--- src/rtl/leps_div_cell.sv ---
// One restoring-division step: tests and subtracts the shifted divisor on every lane.
// Registered stage with its own valid/ready; carries divisor and side payload along.
// No package dependency.
module leps_div_cell #(
   parameter int LANES  = 3,
   parameter int NUM_W  = 28,
   parameter int DEN_W  = 20,
   parameter int QUOT_W = 12,
   parameter int SHIFT  = 11,
   parameter int PASS_W = 24
) (
   input  logic                          clock,
   input  logic                          reset,
   input  logic                          in_valid,
   output logic                          in_ready,
   input  logic [LANES-1:0][NUM_W-1:0]   in_rem,
   input  logic [LANES-1:0][QUOT_W-1:0]  in_quot,
   input  logic [DEN_W-1:0]              in_den,
   input  logic [PASS_W-1:0]             in_pass,
   output logic                          out_valid,
   input  logic                          out_ready,
   output logic [LANES-1:0][NUM_W-1:0]   out_rem,
   output logic [LANES-1:0][QUOT_W-1:0]  out_quot,
   output logic [DEN_W-1:0]              out_den,
   output logic [PASS_W-1:0]             out_pass
);

   localparam int CMP_W = DEN_W + QUOT_W;

   logic                         valid_ff;
   logic [LANES-1:0][NUM_W-1:0]  rem_ff, rem_in;
   logic [LANES-1:0][QUOT_W-1:0] quot_ff, quot_in;
   logic [DEN_W-1:0]             den_ff;
   logic [PASS_W-1:0]            pass_ff;
   logic [CMP_W-1:0]             den_shift;

   assign den_shift = CMP_W'(in_den) << SHIFT;

   always_comb begin
      for (int i = 0; i < LANES; i++) begin
         quot_in[i] = in_quot[i];
         if (CMP_W'(in_rem[i]) >= den_shift) begin
            rem_in[i]         = NUM_W'(CMP_W'(in_rem[i]) - den_shift);
            quot_in[i][SHIFT] = 1'b1;
         end else begin
            rem_in[i]         = in_rem[i];
            quot_in[i][SHIFT] = 1'b0;
         end
      end
   end

   assign in_ready = !valid_ff || out_ready;

   always_ff @(posedge clock) begin
      if (reset) begin
         valid_ff <= 1'b0;
      end else if (in_ready) begin
         valid_ff <= in_valid;
      end
   end

   always_ff @(posedge clock) begin
      if (in_valid && in_ready) begin
         rem_ff  <= rem_in;
         quot_ff <= quot_in;
         den_ff  <= in_den;
         pass_ff <= in_pass;
      end
   end

   assign out_valid = valid_ff;
   assign out_rem   = rem_ff;
   assign out_quot  = quot_ff;
   assign out_den   = den_ff;
   assign out_pass  = pass_ff;

endmodule

--- src/rtl/leps_div_chain.sv ---
// Row of division cells, one quotient bit per cell from the top bit down.
// Uses leps_div_cell; divisor is shared by all lanes of one transaction.
module leps_div_chain #(
   parameter int LANES  = 3,
   parameter int NUM_W  = 28,
   parameter int DEN_W  = 20,
   parameter int QUOT_W = 12,
   parameter int PASS_W = 24
) (
   input  logic                          clock,
   input  logic                          reset,
   input  logic                          in_valid,
   output logic                          in_ready,
   input  logic [LANES-1:0][NUM_W-1:0]   in_rem,
   input  logic [DEN_W-1:0]              in_den,
   input  logic [PASS_W-1:0]             in_pass,
   output logic                          out_valid,
   input  logic                          out_ready,
   output logic [LANES-1:0][QUOT_W-1:0]  out_quot,
   output logic [PASS_W-1:0]             out_pass
);

   logic                         valid_c [QUOT_W+1];
   logic                         ready_c [QUOT_W+1];
   logic [LANES-1:0][NUM_W-1:0]  rem_c   [QUOT_W];
   logic [LANES-1:0][QUOT_W-1:0] quot_c  [QUOT_W+1];
   logic [DEN_W-1:0]             den_c   [QUOT_W];
   logic [PASS_W-1:0]            pass_c  [QUOT_W+1];

   assign valid_c[0] = in_valid;
   assign in_ready   = ready_c[0];
   assign rem_c[0]   = in_rem;
   assign quot_c[0]  = '0;
   assign den_c[0]   = in_den;
   assign pass_c[0]  = in_pass;

   for (genvar k = 0; k < QUOT_W; k++) begin : g_cell
      if (k < QUOT_W - 1) begin : g_mid
         leps_div_cell #(
            .LANES(LANES), .NUM_W(NUM_W), .DEN_W(DEN_W), .QUOT_W(QUOT_W),
            .SHIFT(QUOT_W - 1 - k), .PASS_W(PASS_W)
         ) u_cell (
            .clock(clock), .reset(reset),
            .in_valid(valid_c[k]), .in_ready(ready_c[k]),
            .in_rem(rem_c[k]), .in_quot(quot_c[k]), .in_den(den_c[k]), .in_pass(pass_c[k]),
            .out_valid(valid_c[k+1]), .out_ready(ready_c[k+1]),
            .out_rem(rem_c[k+1]), .out_quot(quot_c[k+1]), .out_den(den_c[k+1]),
            .out_pass(pass_c[k+1])
         );
      end else begin : g_last
         leps_div_cell #(
            .LANES(LANES), .NUM_W(NUM_W), .DEN_W(DEN_W), .QUOT_W(QUOT_W),
            .SHIFT(QUOT_W - 1 - k), .PASS_W(PASS_W)
         ) u_cell (
            .clock(clock), .reset(reset),
            .in_valid(valid_c[k]), .in_ready(ready_c[k]),
            .in_rem(rem_c[k]), .in_quot(quot_c[k]), .in_den(den_c[k]), .in_pass(pass_c[k]),
            .out_valid(valid_c[k+1]), .out_ready(ready_c[k+1]),
            .out_rem(), .out_quot(quot_c[k+1]), .out_den(),
            .out_pass(pass_c[k+1])
         );
      end
   end

   assign out_valid       = valid_c[QUOT_W];
   assign ready_c[QUOT_W] = out_ready;
   assign out_quot        = quot_c[QUOT_W];
   assign out_pass        = pass_c[QUOT_W];

endmodule
--- config.mk ---
export PLATFORM = sky130hd
export DESIGN_NAME = leps_div_chain
export DESIGN_NICKNAME = d
export VERILOG_FILES = /design/src/rtl/leps_div_cell.sv /design/src/rtl/leps_div_chain.sv
export SDC_FILE = /design/constraint.sdc
export NUM_CORES = 2
export LEC_CHECK = 0
export ABC_CLOCK_PERIOD_IN_PS = 15400
export BUFFER_PORTS_ARGS = -buffer_cell sky130_fd_sc_hd__buf_2
export CORE_MARGIN = 3
export CORE_UTILIZATION = 45
export CTS_BUF_LIST = sky130_fd_sc_hd__clkbuf_2
export DETAILED_ROUTE_END_ITERATION = 8
export SLEW_MARGIN = 40
export SYNTH_ARGS = -nofsm -noshare
export SYNTH_HDL_FRONTEND = slang
export SYNTH_SLANG_ARGS = --single-unit
--- constraint.sdc ---
create_clock -name clock -period 15.4 [get_ports clock]
set_input_delay 0.77 -clock clock [delete_from_list [all_inputs] [get_ports clock]]
set_output_delay 0.77 -clock clock [all_outputs]
set_load 0.1 [all_outputs]
== After elaboration in Yosys (flattened, before gate mapping) ==
Index checks and enable logic that the tools add are counted.
Cells by class
  $lt $le $gt $ge: 36
  reduce and logical (&&, ||, !) cells: 36
  add/subtract/negate cells: 33
  multiplexer cells: 69
Operators with widths (number)
  2-to-1 mux 28 bit: 33
  subtractor 28 bit: 12
  greater-or-equal comparator 28 x 31 -> 1 bit: 3
  greater-or-equal comparator 28 x 30 -> 1 bit: 3
  greater-or-equal comparator 28 x 29 -> 1 bit: 3
  greater-or-equal comparator 28 x 20 -> 1 bit: 3
  greater-or-equal comparator 28 x 21 -> 1 bit: 3
  greater-or-equal comparator 28 x 22 -> 1 bit: 3
  greater-or-equal comparator 28 x 23 -> 1 bit: 3
  greater-or-equal comparator 28 x 24 -> 1 bit: 3
  greater-or-equal comparator 28 x 25 -> 1 bit: 3
  greater-or-equal comparator 28 x 26 -> 1 bit: 3
  greater-or-equal comparator 28 x 27 -> 1 bit: 3
  greater-or-equal comparator 28 bit: 3
  subtractor 28 x 21 -> 28 bit: 3
  subtractor 28 x 22 -> 28 bit: 3
  subtractor 28 x 23 -> 28 bit: 3
  subtractor 28 x 24 -> 28 bit: 3
  subtractor 28 x 25 -> 28 bit: 3
  subtractor 28 x 26 -> 28 bit: 3
  subtractor 28 x 27 -> 28 bit: 3
  2-to-1 mux 1 bit: 36
  logical AND 1 bit: 12
  logical NOT 1 bit: 12
  logical OR 1 bit: 12
Storage, ports and cells
  logic and storage cells: 278
  bits of input ports: 132
  bits in registers: 1678
  output and inout bits: 62

== Logic depth before layout (Yosys ltp) ==
  depth after elaboration: 14
  mapped depth: 15
  depth with buffers taken out: 14

== Cells and area by module ==
Synthesis repeated with hierarchy kept, for this count alone.
Unflattened totals
  cell total of the unflattened synthesis: 9106
  area, all modules: 107569.4 µm²
Modules (own cells, without submodules)
  leps_div_cell (g_cell[4].g_mid.u_cell): cells each 804, seq. area each 4944.7 µm², area each 9469.1 µm², times used 1
  leps_div_cell (g_cell[10].g_mid.u_cell): cells each 832, seq. area each 4944.7 µm², area each 9316.4 µm², times used 1
  leps_div_cell (g_cell[11].g_last.u_cell): cells each 843, seq. area each 4944.7 µm², area each 9271.4 µm², times used 1
  leps_div_cell (g_cell[9].g_mid.u_cell): cells each 821, seq. area each 4944.7 µm², area each 9186.3 µm², times used 1
  leps_div_cell (g_cell[7].g_mid.u_cell): cells each 818, seq. area each 4944.7 µm², area each 9146.3 µm², times used 1
  leps_div_cell (g_cell[8].g_mid.u_cell): cells each 764, seq. area each 4944.7 µm², area each 9029.9 µm², times used 1
  leps_div_cell (g_cell[3].g_mid.u_cell): cells each 743, seq. area each 4944.7 µm², area each 8999.9 µm², times used 1
  leps_div_cell (g_cell[5].g_mid.u_cell): cells each 783, seq. area each 4944.7 µm², area each 8938.6 µm², times used 1
  leps_div_cell (g_cell[6].g_mid.u_cell): cells each 744, seq. area each 4944.7 µm², area each 8859.7 µm², times used 1
  leps_div_cell (g_cell[1].g_mid.u_cell): cells each 666, seq. area each 4944.7 µm², area each 8795.9 µm², times used 1
  leps_div_cell (g_cell[2].g_mid.u_cell): cells each 693, seq. area each 4944.7 µm², area each 8499.4 µm², times used 1
  leps_div_cell (g_cell[0].g_mid.u_cell): cells each 594, seq. area each 4944.7 µm², area each 8052.7 µm², times used 1
  leps_div_chain: cells each 1, seq. area each 0.0 µm², area each 3.8 µm², times used 1

== Worst setup path after synthesis ==
OpenSTA, ideal clock, no wires.
  path type: reg-to-reg
  start point: register g_cell[11].g_last.u_cell.valid_ff
  end point: register g_cell[10].g_mid.u_cell.den_ff[0] (enable)
  cell stages (with the launch flop): 3
  clock period less this slack: 13.518 ns
  library setup time: 0.928 ns
  arrival: 12.590 ns
  buffers on the path: 0
  slack: 1.882 ns
  required time: 14.472 ns
  path through: dfxtp_1 > nor2b_1 > a21boi_0
On the way
  cells in the longest elaborated chain, start to end: 4
RTL lines
  start, declared: line leps_div_cell.sv:30  | logic valid_ff;
  start signal, assigned: line leps_div_cell.sv:58  | valid_ff <= in_valid;
  logical NOT 1 bit: line leps_div_cell.sv:52  | assign in_ready = !valid_ff || out_ready;
  logical OR 1 bit (2 in a row): line leps_div_cell.sv:52
  logical AND 1 bit: line leps_div_cell.sv:63  | if (in_valid && in_ready) begin
  end signal, assigned: line leps_div_cell.sv:66  | den_ff <= in_den;
  end, declared: line leps_div_cell.sv:33  | logic [DEN_W-1:0] den_ff;
No other way between the ends.
A chain may end at the register's enable or synchronous reset.

== Worst setup path after layout ==
  start point: register g_cell[11].g_last.u_cell.valid_ff
  end point: output in_ready
On the way
  cells in the longest elaborated chain, start to end: 13
RTL lines
  logical NOT 1 bit: line leps_div_cell.sv:52
  logical OR 1 bit (12 in a row): line leps_div_cell.sv:52
  end, declared: line leps_div_chain.sv:13  | output logic in_ready,
No other way between the ends.

==> impl_metrics.ini <==
[status]
status = completed

[power_and_ir_drop]
internal_power_mw = 6.515
clockPowerShare_pct = 33.7
p_leak_nw = 40.91
netSwitchingFraction_pct = 25.80
seqPwrFrac_pct = 58.0
net-switching-power_mw = 2.266
comb_power_share_pct = 8.3
p_per_area_nw_per_um2 = 83.59
irDropWorstVdd_uv = 74.41

[placement]
post-dp-hpwl_um = 217000
port-buffer-count = 193
place_congestion = 1.002
dp.cells = 10599

[yosys]
synth_edf_count = 1666
syn_inst = 7789
yosysMostFrequentCell = edfxtp_1
yosysTopAreaCell = edfxtp_1
synthArstFlopShare_pct = 0
synthFlopType = edfxtp_1
ys_warn_count = 0
yosys-top-cells-count = edfxtp_1, ha_1, a21oi_1
avgSynthCellArea_um2 = 11.83
ys_ff_latch = 1678
synth_area_um2 = 92140
synth_top_area_share_pct = 54.30
synthesis.nets = 8656
synth_cell_types = 104
synth.yosys.seq_area_share_pct = 54.56
netlist_top_cells_area = edfxtp_1, ha_1, a21oi_1, xnor2_1, mux2_2

[route]
drc = 0
met2WireLength_um = 145400
post_drt_wl_per_cell_um = 23.23
wl_um = 273900
drt-met1-wl_um = 95720
wl_met3_um = 8760
antenna_left = 0
top_layer_used = met4
num_vias = 64724
via_per_inst = 5.490
drt_pass1_iterations = 6
drt-initial-drc-count = 3629

[sta]
setup_viol = 0
drv_slew = 0
worstMarginPinSlew_ns = 1.264
layout_min_cycle_time_ns = 5.663
min_period_over_period_pct = 36.77
clock_skew_ns = 0.2018
maxSlewHeadroom_pct = 15.70
rsz0062_at_grt = false
fin_tns_setup_ns = 0
hold_violations = 0
fmax_mhz = 176.6

[die]
pin_count = 194
dieArea_um2 = 210200
rows = 165
coreArea_um2 = 202900
die_h_um = 458.5
initial_core_util_pct = 45.40
dieWidth_um = 458.5

[clocking]
numCtsBuffers = 444
path_clk_slew_ns = 0.10
cts_buffer_depth = 4
insertion_delay_ns = 1.90
cts_root_buf = clkbuf_2
cts_tree = done
clock_sinks = 1678
cts_setup_buffers = 0
cts_max_level = 5

[cells_and_area]
fin_cells = 11790
nNetsFinal = 9653
layout-drive-gt1-share_pct = 14.44
syn_to_final_growth_pct = 14.00
fill_cells = 17901

[hold_path]
min-delay-start = in_rem[5]
min_path_cells = 3
hold_class = in -> reg
whs_endpoint = g_cell[0].g_mid.u_cell.out_rem[5]

[global_route]
grt_overflow = 0
grt_max_degree = 135
antenna_found_initial = 4
grt_pass1_vias = 67414
grtUsageTotal_pct = 25.76
grt_pass1_wl_um = 404300

[critical_path]
crit_required_ns = 14.63
r2r_cells = 11
r2r_end = g_cell[3].g_mid.u_cell.out_rem[55]
cpLargestDelayFamily = simple AND/OR/NAND/NOR gates
cp-start-kind = register
crit_buf_inv = 1
critPathArrivalTime_ns = 4.89
end_kind = output port
cp_cell_sequence = nor2b_1, nand3_1, nor2_1, and2_1, and3_1, and3_1, nand3_1, buf_2
cp_slowest_stage_delay_ns = 0.54
crit_type = reg -> out
cpMaxStageDelayCell = nor2b_1
critPathMaxFanout = 6
reg2reg_from = g_cell[2].g_mid.u_cell.out_den[1]
r2r_slack_ns = 11.05

[run]
maxCapViolCount = 0
cell type report:
class | count | area, um2 | area share [%]
multi-input combinational | 5538 | 40150 | 38.22
sequential | 1678 | 50270 | 47.85
clock buffer | 630 | 3153 | 3.002
tap | 2672 | 3343 | 3.183
antenna | 12 | 30.03 | 0.02859
timing repair buffer | 683 | 5824 | 5.545
clock inverter | 136 | 620.6 | 0.5908
inverter | 441 | 1655 | 1.576
worst reg2reg max path, cell delays in order (launching register included):
cell	delay [ns]
edfxtp_1	0.51
inv_1	0.14
ha_1	0.32
nor2b_1	0.14
o31a_1	0.24
o21ai_0	0.55
a31oi_1	0.31
a22o_1	0.33
o21a_1	0.24
o41ai_1	0.63
o211ai_1	0.21
a211o_1	0.31
power groups by stage:
stage / Combinational (mW) / Clock [mW] / Sequential (mW)
final: 0.731 / 2.96 / 5.09
after global routing: 0.798 / 3.35 / 5.10
after CTS: 0.725 / 3.11 / 5.09
after detailed placement: 0.636 / 0 / 5.20
after global placement: 0.629 / 0 / 5.20
after floorplan: 0.447 / 0 / 5.19
state kept, by name, summed over array words and instances, names as in the netlist:
| signal | count |
|---|---|
| g_cell.g_last.u_cell.out_valid | 1 |
| g_cell.g_mid.u_cell.out_valid | 11 |
| g_cell.g_mid.u_cell.out_pass | 264 |
| g_cell.g_last.u_cell.out_pass | 24 |
| g_cell.g_last.u_cell.out_quot | 36 |
| g_cell.g_mid.u_cell.out_quot | 198 |
| g_cell.g_mid.u_cell.out_den | 220 |
| g_cell.g_mid.u_cell.out_rem | 924 |
placed cells by master (no fill, tap or decap), types with 49 or more instances in the layout:
cell | Yosys | layout
edfxtp_1 | 1666 | 1666
ha_1 | 702 | 702
clkbuf_2 | 1 | 630
a21oi_1 | 622 | 618
nor2_1 | 565 | 565
nand2_1 | 524 | 522
o21ai_0 | 471 | 465
inv_1 | 440 | 440
dlygate4sd3_1 | 0 | 412
xnor2_1 | 335 | 335
a21o_1 | 265 | 265
mux2_2 | 243 | 243
xor2_1 | 218 | 218
buf_2 | 22 | 193
nor3_1 | 128 | 127
o21a_1 | 116 | 116
nand3_1 | 105 | 105
clkinv_1 | 0 | 101
nor2b_1 | 105 | 99
nand2b_1 | 95 | 95
nand4_1 | 76 | 76
o21bai_1 | 67 | 66
buf_4 | 1 | 60
nor4_1 | 66 | 55
a31oi_1 | 57 | 54
a211oi_1 | 54 | 53
or3_1 | 49 | 49
timing repair:
item                      4_1_cts  5_1_grt
resized for setup               0        0
hold buffers                  412        0
hold endpoints to repair      262        0
metal layers:
| layer | vias up | global-route usage, % |
|---|---|---|
| li1 | 31633 | - |
| met4 | 0 | 19.90 |
| met2 | 1715 | 48.71 |
| met3 | 762 | 3.601 |
| met1 | 30614 | 25.08 |
| met5 | - | 0 |
logic make-up (layout without fill, tap and decap cells):
| family | count (synthesis) | in the layout | synth area share, % |
|---|---|---|---|
| flip-flops | 1678 | 1678 | 54.56 |
| other | 0 | 12 | 0 |
| adder cells (fa/ha/maj) | 735 | 735 | 10.25 |
| multiplexers | 271 | 271 | 3.274 |
| AO/OA/AOI/OAI | 2028 | 2028 | 13.99 |
| buffers and inverters | 573 | 1890 | 2.370 |
| XOR/XNOR | 553 | 553 | 5.257 |
| AND/OR/NAND/NOR | 1951 | 1951 | 10.31 |
worst max path at each step:
stage / startpoint / endpoint / slack (ns) / depth (start not counted)
floorplan: g_cell[11].g_last.u_cell.out_valid / g_cell[10].g_mid.u_cell.out_den[0] / 1.88 / 2
global placement: g_cell[2].g_mid.u_cell.out_den[7] / g_cell[3].g_mid.u_cell.out_rem[21] / 10.45 / 9
detailed placement: out_ready / g_cell[0].g_mid.u_cell.out_pass[18] / 10.64 / 10
CTS: g_cell[11].g_last.u_cell.out_valid / in_ready / 9.38 / 8
global route: g_cell[11].g_last.u_cell.out_valid / in_ready / 9.19 / 8
finish: g_cell[11].g_last.u_cell.out_valid / in_ready / 9.74 / 8
per-stage QoR:
step                power [mW]  instance area [um2]  setup slack, ns  util, %  hold slack [ns]
CTS                      8.923               104900            9.376    51.71          0.04554
floorplan                5.634                92140            1.882        -           0.4003
global route             9.249               105000            9.192    51.76          0.06057
global placement         5.826                96750            10.45    47.68           0.4005
finish                   8.781               105000            9.737    51.76           0.3562
detailed placement       5.833                97040            10.64    47.82           0.4045
No activity file was read; power rests on OpenSTA's default activity.
